**src/hdl/hct_pkg.sv**
```systemverilog
`timescale 1ns / 1ps

package hct_pkg;

  localparam int NumSlots = 256;
  localparam int SlotW    = $clog2(NumSlots);
  localparam int PinW     = 12;
  localparam int RefW     = 14;
  localparam int LiveW    = $clog2(NumSlots + 1);
  localparam int GrpSize  = 16;
  localparam int NumGrps  = NumSlots / GrpSize;
  localparam int GrpW     = $clog2(GrpSize);
  localparam int GrpSelW  = $clog2(NumGrps);

  typedef enum logic [3:0] {
    ACT_CREATE     = 4'd0,
    ACT_REGISTER   = 4'd1,
    ACT_UNPEND     = 4'd2,
    ACT_REMOVE     = 4'd3,
    ACT_PIN        = 4'd4,
    ACT_PIN_REF    = 4'd5,
    ACT_PIN_DELETE = 4'd6,
    ACT_DROP_CHILD = 4'd7,
    ACT_REPIN      = 4'd8,
    ACT_UNPIN      = 4'd9,
    ACT_ADD_REF    = 4'd10,
    ACT_DROP_REF   = 4'd11,
    ACT_UNPIN_DROP = 4'd12,
    ACT_CLOSE      = 4'd13,
    ACT_QUERY      = 4'd14
  } action_e;

  typedef enum logic [2:0] {
    ST_OK      = 3'd0,
    ST_NORES   = 3'd1,
    ST_BADPAR  = 3'd2,
    ST_DELETED = 3'd3,
    ST_ILLEGAL = 3'd4,
    ST_AGAIN   = 3'd5
  } status_e;

  typedef struct packed {
    logic [3:0]       action;
    logic [SlotW-1:0] slot;
    logic             implicit_entity;
    logic             children_counted;
    logic             user_allowed;
    logic             user_request;
    logic             explicit_delete;
    logic             parent_deletable;
  } req_t;

  typedef struct packed {
    logic [2:0]       status;
    logic [SlotW-1:0] handle_out;
    logic             answer;
    logic             wake_closer;
    logic [PinW-1:0]  pin_count_out;
    logic [RefW-1:0]  ref_count_out;
    logic [2:0]       flags_out;
  } rsp_t;

  typedef struct packed {
    logic no_user;
    logic children;
    logic impl;
    logic deferred;
    logic closing;
    logic pending;
  } flags_t;

  typedef struct packed {
    logic [PinW-1:0] pin;
    logic [RefW-1:0] refc;
    flags_t          flags;
  } ent_t;

  typedef struct packed {
    logic             set;
    logic             clr;
    logic [SlotW-1:0] slot;
  } slot_upd_t;

  typedef struct packed {
    req_t             req;
    ent_t             ent;
    logic             slot_valid;
    logic             live_full;
    logic             free_found;
    logic [SlotW-1:0] free_idx;
  } act_in_t;

  typedef struct packed {
    rsp_t             rsp;
    logic             wr_en;
    logic [SlotW-1:0] wr_slot;
    ent_t             wr_ent;
    slot_upd_t        upd;
  } act_out_t;

endpackage

```
**src/hdl/hct_slot_map.sv**
```systemverilog
`timescale 1ns / 1ps

module hct_slot_map (
  input  logic                       clk_i,
  input  logic                       rst_ni,
  input  logic                       cap_i,
  input  hct_pkg::slot_upd_t         upd_i,
  input  logic [hct_pkg::SlotW-1:0]  rd_slot_i,
  output logic                       slot_valid_o,
  output logic                       live_full_o,
  output logic                       free_found_o,
  output logic [hct_pkg::SlotW-1:0]  free_idx_o
);

  logic [hct_pkg::NumSlots-1:0] valid_q;
  logic [hct_pkg::LiveW-1:0]    live_q;
  logic [hct_pkg::NumGrps-1:0]  grp_free_q, grp_free_d;
  logic [hct_pkg::GrpW-1:0]     grp_idx_q [hct_pkg::NumGrps];
  logic [hct_pkg::GrpW-1:0]     grp_idx_d [hct_pkg::NumGrps];
  logic [hct_pkg::GrpSelW-1:0]  grp_sel;

  // stage 1: lowest free slot inside each group
  always_comb begin
    for (int g = 0; g < hct_pkg::NumGrps; g++) begin
      grp_free_d[g] = 1'b0;
      grp_idx_d[g]  = '0;
      for (int j = hct_pkg::GrpSize - 1; j >= 0; j--) begin
        if (!valid_q[g * hct_pkg::GrpSize + j]) begin
          grp_free_d[g] = 1'b1;
          grp_idx_d[g]  = hct_pkg::GrpW'(j);
        end
      end
    end
  end

  always_ff @(posedge clk_i) begin
    if (cap_i) begin
      grp_free_q <= grp_free_d;
      grp_idx_q  <= grp_idx_d;
    end
  end

  // stage 2: lowest group with a free slot
  always_comb begin
    grp_sel = '0;
    for (int g = hct_pkg::NumGrps - 1; g >= 0; g--) begin
      if (grp_free_q[g]) begin
        grp_sel = hct_pkg::GrpSelW'(g);
      end
    end
  end

  assign free_found_o = |grp_free_q;
  assign free_idx_o   = {grp_sel, grp_idx_q[grp_sel]};
  assign slot_valid_o = valid_q[rd_slot_i];
  assign live_full_o  = live_q >= hct_pkg::LiveW'(hct_pkg::NumSlots);

  always_ff @(posedge clk_i or negedge rst_ni) begin
    if (!rst_ni) begin
      valid_q <= '0;
      live_q  <= '0;
    end else begin
      if (upd_i.set) begin
        valid_q[upd_i.slot] <= 1'b1;
        live_q              <= live_q + 1'b1;
      end else if (upd_i.clr) begin
        valid_q[upd_i.slot] <= 1'b0;
        if (live_q != '0) begin
          live_q <= live_q - 1'b1;
        end
      end
    end
  end

`ifndef ASSERT_OFF
  a_live_matches_map: assert property (@(posedge clk_i) disable iff (!rst_ni)
    $countones(valid_q) == 32'(live_q))
    else $error("live count out of step with valid map");

  a_set_only_free: assert property (@(posedge clk_i) disable iff (!rst_ni)
    upd_i.set |-> !valid_q[upd_i.slot])
    else $error("allocating an occupied slot");
`endif

endmodule

```
**config.mk**
```make
export PLATFORM = sky130hd
export DESIGN_NAME = hct_slot_map
export DESIGN_NICKNAME = d
export VERILOG_FILES = /design/src/hdl/hct_pkg.sv /design/src/hdl/hct_slot_map.sv
export SDC_FILE = /design/constraint.sdc
export NUM_CORES = 1
export LEC_CHECK = 0
export BUFFER_PORTS_ARGS = -buffer_cell sky130_fd_sc_hd__buf_2
export CAP_MARGIN = 20
export CORE_ASPECT_RATIO = 1.1
export CORE_UTILIZATION = 45
export CTS_CLUSTER_DIAMETER = 30
export DETAILED_ROUTE_END_ITERATION = 8
export PLACE_DENSITY_LB_ADDON = 0.08
export SKIP_LAST_GASP = 1
export SYNTH_ARGS = -nofsm -noshare
export SYNTH_HDL_FRONTEND = slang
export SYNTH_SLANG_ARGS = --single-unit
```
**constraint.sdc**
```tcl
create_clock -name clk_i -period 8 [get_ports clk_i]
set_input_delay 2 -clock clk_i [delete_from_list [all_inputs] [get_ports clk_i]]
set_output_delay 2 -clock clk_i [all_outputs]
set_load 0.02 [all_outputs]
```
==> results.md <==
- Sink Count: 345
- Critical-path top delay cell: buf_4
- Max Fanout on Critical Path: 35
- Slew of the pin with the lowest slew margin: 1.19 ns
- Vias per cell: 6.12
- Tot Pwr: 6.03 mW
- WP depth: 9
- Placed cells: 2487
- FF+latch count, synth: 345
- Post-Syn Nets: 2029
- GPL Wtd Cong: 0.914
- First-pass GRT wire length: 96.4 mm
- CTS H-tree lvls: 3
- Worst setup SP type: input pin
- Critical Path End: slot_valid_o
- Initial Util: 45.7%
- Core area: 41400 um^2
- Fraction of layout cells with a size suffix above 1: 10.8%
- R2R Setup Slk: 5.74 ns
- R2R cell count: 9
- Max_cap viols: 0
- Asr flop ratio synth: 76.8%
- Final Hold Fails: 0
- Die height: 217 um
- Die width: 197 um
- Hold Path Class: register to register
- Period utilisation layout: 85.7%
- Wire per inst: 24.1 um
- Vias: 16117
- Worst Setup SP: rd_slot_i[1]
- # nets final: 2039
- Total gr overflow: 0
- EDFF count, synth: 80
- Worst skew pair latency: 0.59 ns
- DP HPWL: 41.1 mm
- Resize count post-CTS: 0
- Post-CTS Setup Bufs: 0
- CTS tree: built
- Post-route setup slack: 1.14 ns
- I/O Buffers: 31
- Syn Area/Cell: 9.45 um^2
- Worst vdd ir: 0.000208 V
- Max Fclk: 146 MHz
- Pwr dens: 272 nW/um^2
- Delay-heaviest family, CP: buffers and inverters
- Yosys cell types: 63
- Tmin final: 6.86 ns
- Clk_skew: 0.0153 ns
- Final count of negative-setup-slack endpoints: 0
- Die ar.: 42800 um^2
- Antenna violations before repair: 1
- Row cnt: 78
- Placed Area: 19400 um^2
- CTS buffer count: 80
- # DRC: 0
- Cells after Synth: 2000
- Routed Antenna Nets: 0
- CTS Buffer Depth: 3
- Number of global-route vias before repair: 15263
- TritonRoute pass-1 iters: 5
- Post-synthesis sequential area ratio: 47.8%
- Reg clk slew, reported paths: 0.04 ns
- Status: completed
- Clock Tree Root: clkbuf_16
- Leakage power: 8.93 nW
- Setup crit end kind: output port
- Sum of buffers and inverters on the critical path: 3
- Max-slew violations: 0
- Post-Route WL: 63.4 mm
- Fin area: 22200 um^2
- Initial DRC Count: 2000
- Non-filler instance count after layout: 2635
- FF-to-FF Start: live_q[0]
- TNS Setup: 0 ns
- Area Overhead vs Synth: 17.4%
- Pre-CTS WS: 1.16 ns
- Yosys warning total: 0
- I/O Pins: 32
- FF-to-FF End: live_q[8]
- RSZ-0062 raised after global routing: no
- Crit path largest cell delay: 0.56 ns
- Worst path required time: 6.00 ns
- Slew HR: 21.0%
- CP cell instances: buf_4 > buf_4 > mux4_2 > mux4_2 > a21oi_1 > nor3b_1 > o21ai_1 > o2111ai_1 > buf_2
- Crit Path Class: input pin to output port
- Signal arrival time at the worst endpoint: 4.86 ns
- Netlist Area Pre-Place: 18900 um^2
- Largest net degree at the start of global routing: 178
- Most used DFF post-synth: dfrtp_1
- # hold bufs at CTS: 0
- Gr usage total: 30.3%
==> cells in the final DEF, fill, tap and decap left out, drive strengths merged, types with 38 or more instances in the layout <==
master,count
a31oi,49
buf,59
clkbuf,110
dfrtp,265
edfxtp,80
inv,78
mux2i,115
mux4,38
nand2,315
nand4,50
nor2,133
nor3,47
o21ai,339
o31ai,145
==> kinds of logic (layout without fill, tap and decap cells) <==
group           count (synthesis)  count (layout)  synth area share, %
compound gates                659             659                 21.0
xor+xnor                        8               8                0.371
fa+ha+maj                       8               8                0.569
buf+inv                       206             280                 5.03
flops                         345             345                 47.8
mux                           154             154                 11.0
other cells                     0               1                    0
simple gates                  620             620                 14.3
==> where the power goes <==
| group | internal, mW | switching, mW | total [mW] |
|---|---|---|---|
| Combinational | 0.220 | 0.341 | 0.561 |
| Sequential | 1.95 | 0.166 | 2.11 |
| Clock | 2.34 | 1.02 | 3.36 |
==> stage by stage <==
step,util [%],hold WS [ns]
final,53.6,0.509
after detailed placement,46.8,0.507
after floorplan,-,0.467
after CTS,53.6,0.513
after global routing,53.6,0.530
after global placement,46.8,0.497
==> layout make-up <==
cell class,count,area (um^2)
clock inverter,36,488
clock buffer,110,2320
antenna,1,2.50
multi-input combinational,1449,8950
inverter,75,287
sequential,345,9030
fill,3716,19200
tap,560,701
timing repair buffer,59,408
==> metal layers <==
layer  routed length [um]  global-route usage, %  vias up  share of wire (%)
li1                     -                      -     7458                  -
met1                27800                   42.5     7831                 44
met2                28700                   46.7      718                 45
met3                 5260                   6.29      110                8.3
met4                 1640                   10.5        0                2.6
met5                    0                      0        -                  0
==> cell usage after synthesis (30+ instances only) <==
master / number / area, um^2
nor2_1: 133 / 499
o31ai_1: 145 / 1090
nand2_1: 315 / 1180
a21boi_0: 32 / 240
nor3_1: 47 / 235
edfxtp_1: 80 / 2400
inv_1: 74 / 278
clkbuf_1: 104 / 390
dfrtp_1: 265 / 6630
nand4_1: 50 / 313
nand3_1: 30 / 150
a31oi_1: 49 / 307
o21ai_0: 318 / 1590
mux2i_1: 115 / 1150
==> tightest hold or removal path: stages, from the launching register on <==
cell	delay (ns)
dfrtp_1	0.36
nand2_1	0.05
o21ai_0	0.06
==> worst min-delay path by stage <==
stage	from	endpoint	depth (start not counted)	slack [ns]
after floorplan	live_q[8]	live_q[8]	1	0.47
after global placement	live_q[4]	live_q[4]	2	0.50
after detailed placement	live_q[4]	live_q[4]	2	0.51
after CTS	live_q[4]	live_q[4]	2	0.51
after global routing	live_q[4]	live_q[4]	2	0.53
final	live_q[3]	live_q[3]	2	0.51
Note: power is estimated with default switching activity, not from simulation.
