$ cat src/hdl/hct_pkg.sv
`timescale 1ns / 1ps

package hct_pkg;

  localparam int NumSlots = 256;
  localparam int SlotW    = $clog2(NumSlots);
  localparam int PinW     = 12;
  localparam int RefW     = 14;
  localparam int LiveW    = $clog2(NumSlots + 1);
  localparam int GrpSize  = 16;
  localparam int NumGrps  = NumSlots / GrpSize;
  localparam int GrpW     = $clog2(GrpSize);
  localparam int GrpSelW  = $clog2(NumGrps);

  typedef enum logic [3:0] {
    ACT_CREATE     = 4'd0,
    ACT_REGISTER   = 4'd1,
    ACT_UNPEND     = 4'd2,
    ACT_REMOVE     = 4'd3,
    ACT_PIN        = 4'd4,
    ACT_PIN_REF    = 4'd5,
    ACT_PIN_DELETE = 4'd6,
    ACT_DROP_CHILD = 4'd7,
    ACT_REPIN      = 4'd8,
    ACT_UNPIN      = 4'd9,
    ACT_ADD_REF    = 4'd10,
    ACT_DROP_REF   = 4'd11,
    ACT_UNPIN_DROP = 4'd12,
    ACT_CLOSE      = 4'd13,
    ACT_QUERY      = 4'd14
  } action_e;

  typedef enum logic [2:0] {
    ST_OK      = 3'd0,
    ST_NORES   = 3'd1,
    ST_BADPAR  = 3'd2,
    ST_DELETED = 3'd3,
    ST_ILLEGAL = 3'd4,
    ST_AGAIN   = 3'd5
  } status_e;

  typedef struct packed {
    logic [3:0]       action;
    logic [SlotW-1:0] slot;
    logic             implicit_entity;
    logic             children_counted;
    logic             user_allowed;
    logic             user_request;
    logic             explicit_delete;
    logic             parent_deletable;
  } req_t;

  typedef struct packed {
    logic [2:0]       status;
    logic [SlotW-1:0] handle_out;
    logic             answer;
    logic             wake_closer;
    logic [PinW-1:0]  pin_count_out;
    logic [RefW-1:0]  ref_count_out;
    logic [2:0]       flags_out;
  } rsp_t;

  typedef struct packed {
    logic no_user;
    logic children;
    logic impl;
    logic deferred;
    logic closing;
    logic pending;
  } flags_t;

  typedef struct packed {
    logic [PinW-1:0] pin;
    logic [RefW-1:0] refc;
    flags_t          flags;
  } ent_t;

  typedef struct packed {
    logic             set;
    logic             clr;
    logic [SlotW-1:0] slot;
  } slot_upd_t;

  typedef struct packed {
    req_t             req;
    ent_t             ent;
    logic             slot_valid;
    logic             live_full;
    logic             free_found;
    logic [SlotW-1:0] free_idx;
  } act_in_t;

  typedef struct packed {
    rsp_t             rsp;
    logic             wr_en;
    logic [SlotW-1:0] wr_slot;
    ent_t             wr_ent;
    slot_upd_t        upd;
  } act_out_t;

endpackage

$ cat src/hdl/hct_action.sv
`timescale 1ns / 1ps

module hct_action (
  input  hct_pkg::act_in_t  act_i,
  output hct_pkg::act_out_t act_o
);

  function automatic hct_pkg::ent_t drop_one_ref(hct_pkg::ent_t x);
    hct_pkg::ent_t r;
    r = x;
    if (x.refc == hct_pkg::RefW'(1)) begin
      r.refc          = '0;
      r.pin           = x.pin + 1'b1;
      r.flags.closing = 1'b1;
    end else if (!x.flags.children) begin
      r.refc           = x.refc - 1'b1;
      r.flags.deferred = 1'b1;
    end else begin
      r.refc = x.refc - 1'b1;
    end
    return r;
  endfunction

  hct_pkg::req_t    req;
  hct_pkg::ent_t    e;
  hct_pkg::ent_t    ini;
  hct_pkg::ent_t    shown;
  hct_pkg::action_e act;
  hct_pkg::status_e st;
  logic             answer;
  logic             wake;
  logic             show;

  assign req = act_i.req;
  assign act = hct_pkg::action_e'(req.action);

  always_comb begin
    ini               = '0;
    ini.pin           = hct_pkg::PinW'(1);
    ini.refc          = req.implicit_entity ? '0 : hct_pkg::RefW'(1);
    ini.flags.pending = 1'b1;
    ini.flags.impl    = req.implicit_entity;
    ini.flags.children = req.children_counted;
    ini.flags.no_user = (act == hct_pkg::ACT_CREATE) ? !req.user_allowed : 1'b0;

    e      = act_i.ent;
    st     = hct_pkg::ST_OK;
    answer = 1'b0;
    wake   = 1'b0;
    show   = 1'b0;
    shown  = '0;
    act_o  = '0;
    act_o.rsp.handle_out = req.slot;

    if (act == hct_pkg::ACT_CREATE) begin
      if (act_i.live_full || !act_i.free_found) begin
        st = hct_pkg::ST_NORES;
        act_o.rsp.handle_out = '0;
      end else begin
        act_o.wr_en   = 1'b1;
        act_o.wr_slot = act_i.free_idx;
        act_o.wr_ent  = ini;
        act_o.upd.set  = 1'b1;
        act_o.upd.slot = act_i.free_idx;
        act_o.rsp.handle_out = act_i.free_idx;
        shown = ini;
        show  = 1'b1;
      end
    end else if (act == hct_pkg::ACT_REGISTER) begin
      if (act_i.live_full) begin
        st = hct_pkg::ST_NORES;
      end else if (act_i.slot_valid) begin
        st    = hct_pkg::ST_BADPAR;
        shown = e;
        show  = 1'b1;
      end else begin
        act_o.wr_en   = 1'b1;
        act_o.wr_slot = req.slot;
        act_o.wr_ent  = ini;
        act_o.upd.set  = 1'b1;
        act_o.upd.slot = req.slot;
        shown = ini;
        show  = 1'b1;
      end
    end else if (!act_i.slot_valid || req.action > hct_pkg::ACT_QUERY) begin
      st = hct_pkg::ST_BADPAR;
    end else begin
      unique case (act)
        hct_pkg::ACT_UNPEND: begin
          e.flags.pending = 1'b0;
          e.pin = e.pin - 1'b1;
          wake = e.flags.closing && e.pin == hct_pkg::PinW'(1);
        end
        hct_pkg::ACT_REMOVE: begin
          act_o.upd.clr  = 1'b1;
          act_o.upd.slot = req.slot;
        end
        hct_pkg::ACT_PIN, hct_pkg::ACT_PIN_REF: begin
          if (e.flags.closing || e.flags.pending || (e.flags.no_user && req.user_request)) begin
            st = hct_pkg::ST_BADPAR;
          end else begin
            e.pin = e.pin + 1'b1;
            if (act == hct_pkg::ACT_PIN_REF) begin
              e.refc = e.refc + 1'b1;
            end
          end
        end
        hct_pkg::ACT_PIN_DELETE: begin
          if ((req.user_request && e.flags.no_user) || e.flags.closing || e.flags.pending) begin
            st = hct_pkg::ST_BADPAR;
          end else if (e.flags.deferred) begin
            if (e.refc != '0) begin
              st = hct_pkg::ST_DELETED;
            end else begin
              e.pin = e.pin + 1'b1;
              e.flags.closing = 1'b1;
            end
          end else if (req.explicit_delete) begin
            if (e.flags.impl) begin
              e.pin = e.pin + 1'b1;
              e.flags.closing = 1'b1;
            end else if (e.refc == hct_pkg::RefW'(1) || e.flags.children) begin
              e.refc = e.refc - 1'b1;
              e.pin  = e.pin + 1'b1;
              e.flags.closing = 1'b1;
            end else begin
              e = drop_one_ref(e);
            end
          end else if (!e.flags.impl) begin
            st = hct_pkg::ST_ILLEGAL;
          end else begin
            e = drop_one_ref(e);
          end
          if (st == hct_pkg::ST_OK && e.refc != '0 && !e.flags.children) begin
            st = hct_pkg::ST_AGAIN;
          end
        end
        hct_pkg::ACT_DROP_CHILD: begin
          if (!e.flags.closing && !e.flags.pending && e.flags.impl &&
              e.refc == hct_pkg::RefW'(1) && req.parent_deletable) begin
            e.refc = '0;
            e.pin  = e.pin + 1'b1;
            answer = 1'b1;
          end else begin
            e.refc = e.refc - 1'b1;
          end
        end
        hct_pkg::ACT_REPIN: begin
          e.pin = e.pin + 1'b1;
        end
        hct_pkg::ACT_UNPIN: begin
          e.pin = e.pin - 1'b1;
          wake = e.flags.closing && e.pin == hct_pkg::PinW'(1);
        end
        hct_pkg::ACT_ADD_REF: begin
          e.refc = e.refc + 1'b1;
        end
        hct_pkg::ACT_DROP_REF: begin
          e.refc = e.refc - 1'b1;
          wake   = e.flags.closing && e.pin == hct_pkg::PinW'(1);
          answer = e.refc == '0;
        end
        hct_pkg::ACT_UNPIN_DROP: begin
          e.refc = e.refc - 1'b1;
          e.pin  = e.pin - 1'b1;
          wake   = e.flags.closing && e.pin == hct_pkg::PinW'(1);
          answer = e.refc == '0;
        end
        hct_pkg::ACT_CLOSE: begin
          answer = e.refc == '0;
          e.flags.closing = 1'b1;
        end
        default: begin
          answer = e.refc == '0;
        end
      endcase
      act_o.wr_en   = act != hct_pkg::ACT_REMOVE;
      act_o.wr_slot = req.slot;
      act_o.wr_ent  = e;
      shown = e;
      show  = 1'b1;
    end

    act_o.rsp.status      = st;
    act_o.rsp.answer      = answer;
    act_o.rsp.wake_closer = wake;
    if (show) begin
      act_o.rsp.pin_count_out = shown.pin;
      act_o.rsp.ref_count_out = shown.refc;
      act_o.rsp.flags_out = {shown.flags.deferred, shown.flags.closing, shown.flags.pending};
    end
  end

endmodule

$ cat config.mk
export PLATFORM = sky130hd
export DESIGN_NAME = hct_action
export DESIGN_NICKNAME = d
export VERILOG_FILES = /design/src/hdl/hct_pkg.sv /design/src/hdl/hct_action.sv
export SDC_FILE = /design/constraint.sdc
export NUM_CORES = 1
export LEC_CHECK = 0
export BUFFER_PORTS_ARGS = -buffer_cell sky130_fd_sc_hd__buf_2
export CAP_MARGIN = 15
export CORE_MARGIN = 2
export CORE_UTILIZATION = 40
export DETAILED_ROUTE_END_ITERATION = 10
export PLACE_DENSITY = 0.78
export SLEW_MARGIN = 10
export SYNTH_ARGS = -nofsm -noshare
export SYNTH_HDL_FRONTEND = slang
export SYNTH_SLANG_ARGS = --single-unit
$ cat constraint.sdc
create_clock -name vclk -period 3.1
set_input_delay 0.155 -clock vclk [all_inputs]
set_output_delay 0.155 -clock vclk [all_outputs]
set_load 0.005 [all_outputs]
==> summary.md <==
| Metric | Value |
|---|---|
| Initial Utilization | 0.406 |
| Setup TNS | 0 ns |
| Most common cell in the netlist | nand2_1 |
| Met2 usage | 0.522 |
| Placed Cells | 1,025 |
| Footprint of the multi-input gates | 4210 sq um |
| Max Freq | 336 MHz |
| Synth unique cells | 90 |
| Critical path arrival | 2.82 ns |
| Seq_cells | 0 |
| Clock Buffer Count | 0 |
| Placement Cell Area | 5680 sq um |
| CP peak stage delay | 0.55 ns |
| Worst Path Buf+Inv | 3 |
| Filler Cell Count | 1,213 |
| Critical Setup Path Class | in2out |
| DR vias/cell | 6.82 |
| Met1 Usage GRT | 0.426 |
| Actual slew at the worst max-slew pin | 0.700 ns |
| Pin count of the biggest net entering global routing | 29 |
| Number of global-route vias before repair | 6,424 |
| First-pass GRT wire length | 33,800 um |
| Max IR drop VDD | around 0.067 mV |
| Starting DRT DRC Count | 1,035 |
| Status | finished clean |
| Max Slew Vio Count | 0 |
| Die outline width | 111 um |
| Post-Layout Cell Count | 1,025 |
| Antenna violations before repair | 0 |
| Antenna diode count | 0 |
| Area growth, synth to finish | 23.8% |
| I/O pin total | 154 |
| Seq/Total Area, Yosys | 0 |
| Fin util | 0.502 |
| Post-CTS resize count | 1 |
| Post-route cell area | 5680 sq um |
| Input/output buffers | 154 |
| Pleak | roughly 2.4 nW |
| CP Capture Type | output port |
| Syn nets | 818 |
| Setup bufs post-CTS | 0 |
| Endpoints failing setup | 0 |
| Count of warnings emitted by yosys | 0 |
| P per Cell Area | 134 nW/um^2 |
| Critical path's slowest cell | and4_1 |
| Hold WC Path Type | in2out |
| CP delay by family, top | simple AND/OR/NAND/NOR gates |
| Ordered cell list for the critical path | buf_2, nor4_2, and4_1, nand2_1, a2111oi_0, buf_4, a21boi_0, a31oi_1, nand2_1, buf_2 |
| Shortest period the worst path allows | 2.98 ns |
| Chip height | between 100 and 150 um |
| Post-DR wirelength/cell | 21.1 um |
| Reg area | 0 sq um |
| Synthesized area per cell | 6.13 sq um |
| RSZ-0062 raised after global routing | false |
| Rows | 39 |
| Period utilization | 0.961 |
| Hold_buf cts | 0 |
| Largest cells by area after synthesis | nand2_1 (7.0%), a21oi_1 (6.1%), o21ai_0 (5.9%) |
| Max-slew headroom | 0.531 |
| Commonest cells in the netlist | nand2_1 (86), clkbuf_1 (64), nor2_1 (64) |
| CP Max Fanout | 14 |
| Die footprint | about 12,000 sq um |
| CP required | 2.94 ns |
| Length of the first detailed-routing pass in iterations | 7 |
| GRT busiest layer | met2 |
| Met3 Usage GRT | 0.0519 |
| Drt drc | 0 |
| Cells after Synth | around 750 |
| Gpl congestion | 1.02 |
| Share of cells above drive strength 1 | 0.297 |
| Via count | 6,987 |
| Final WL | 21,600 um |
| Crit path launch type | primary input |
| Top cell type by total area after synthesis | nand2_1 |
| Core region area | around 11,000 sq um |
| Final hold vios | 0 |
| Gr usage total | 0.326 |
| Cell Area, Synth | 4590 sq um |
| Max-cap violations | 0 |
| ANT nets after route | 0 |
| Gr ovfl total | 0 |
| Top-area cell type share of the netlist area | 0.0703 |
| Dpl hpwl | approximately 16,000 um |
| Layout Nets | 953 |
kinds of logic after synthesis:
logic type / count (synthesis) / share of synthesized area
adder cells (fa/ha/maj): 8 / 0.0218
XOR/XNOR: 14 / 0.0267
multiplexers: 8 / 0.0185
AO/OA/AOI/OAI: 285 / 0.453
buffers and inverters: 96 / 0.0875
AND/OR/NAND/NOR: 338 / 0.392
metrics by stage:
stage	worst slack, ns	power (mW)	hold WS, ns
global route	0.00536	0.817	0.613
CTS	0.222	0.741	0.593
finish	0.120	0.763	0.592
detailed placement	0.00215	0.737	0.593
global placement	0.0252	0.731	0.590
floorplan	0.373	0.438	0.393
worst paths after layout:
path	from	to	slack, ns	cells past startpoint
worst max-delay path	act_i[24]	act_o[92]	0.12	10
worst min-delay path	act_i[47]	act_o[14]	0.59	3
metal layers:
layer,up-vias,routed length [um]
met4,0,1260
li1,3184,-
met2,525,9670
met5,-,0
met3,114,2400
met1,3164,8300
final cells by class:
class                           count  share of cell area
Timing Repair Buffer              214               0.217
Multi-Input combinational cell    653               0.742
Inverter                           15             0.00991
Tap cell                          143              0.0315
where the power goes:
group / total (mW) / switching (mW) / internal (mW)
registers: 0 / 0 / 0
clock network: 0 / 0 / 0
logic: 0.763 / 0.466 / 0.297
total: 0.763 / 0.466 / 0.297
tightest hold or removal path, cell delays in order:
cell	delay, ns
buf_2	0.08
a22o_1	0.11
buf_2	0.10
cells in the final DEF (no fill, tap or decap), types with 4 or more instances in the layout:
master / n
nand3b_1: 7
xnor2_1: 10
a32o_1: 15
a21oi_1: 56
nand4b_1: 4
a211o_1: 4
o221ai_1: 8
nor2b_1: 9
o21ai_0: 54
nor4b_1: 4
ha_1: 8
nand3_1: 36
o211ai_1: 8
o31ai_1: 11
or2_2: 7
a2111oi_0: 6
nor3b_1: 4
mux2_2: 4
o22ai_1: 6
or3_1: 6
and4_1: 5
a21o_1: 10
and3_1: 8
inv_1: 15
buf_2: 154
a211oi_1: 11
o2111ai_1: 4
nor3_1: 37
buf_4: 59
mux2i_1: 4
nor2_1: 63
xor2_1: 4
and2_1: 11
a221o_1: 6
a31oi_1: 11
nor4_1: 6
nand2_1: 86
nand4_1: 14
a22o_1: 14
nand2b_1: 8
No activity file was read; power rests on OpenSTA's default activity.
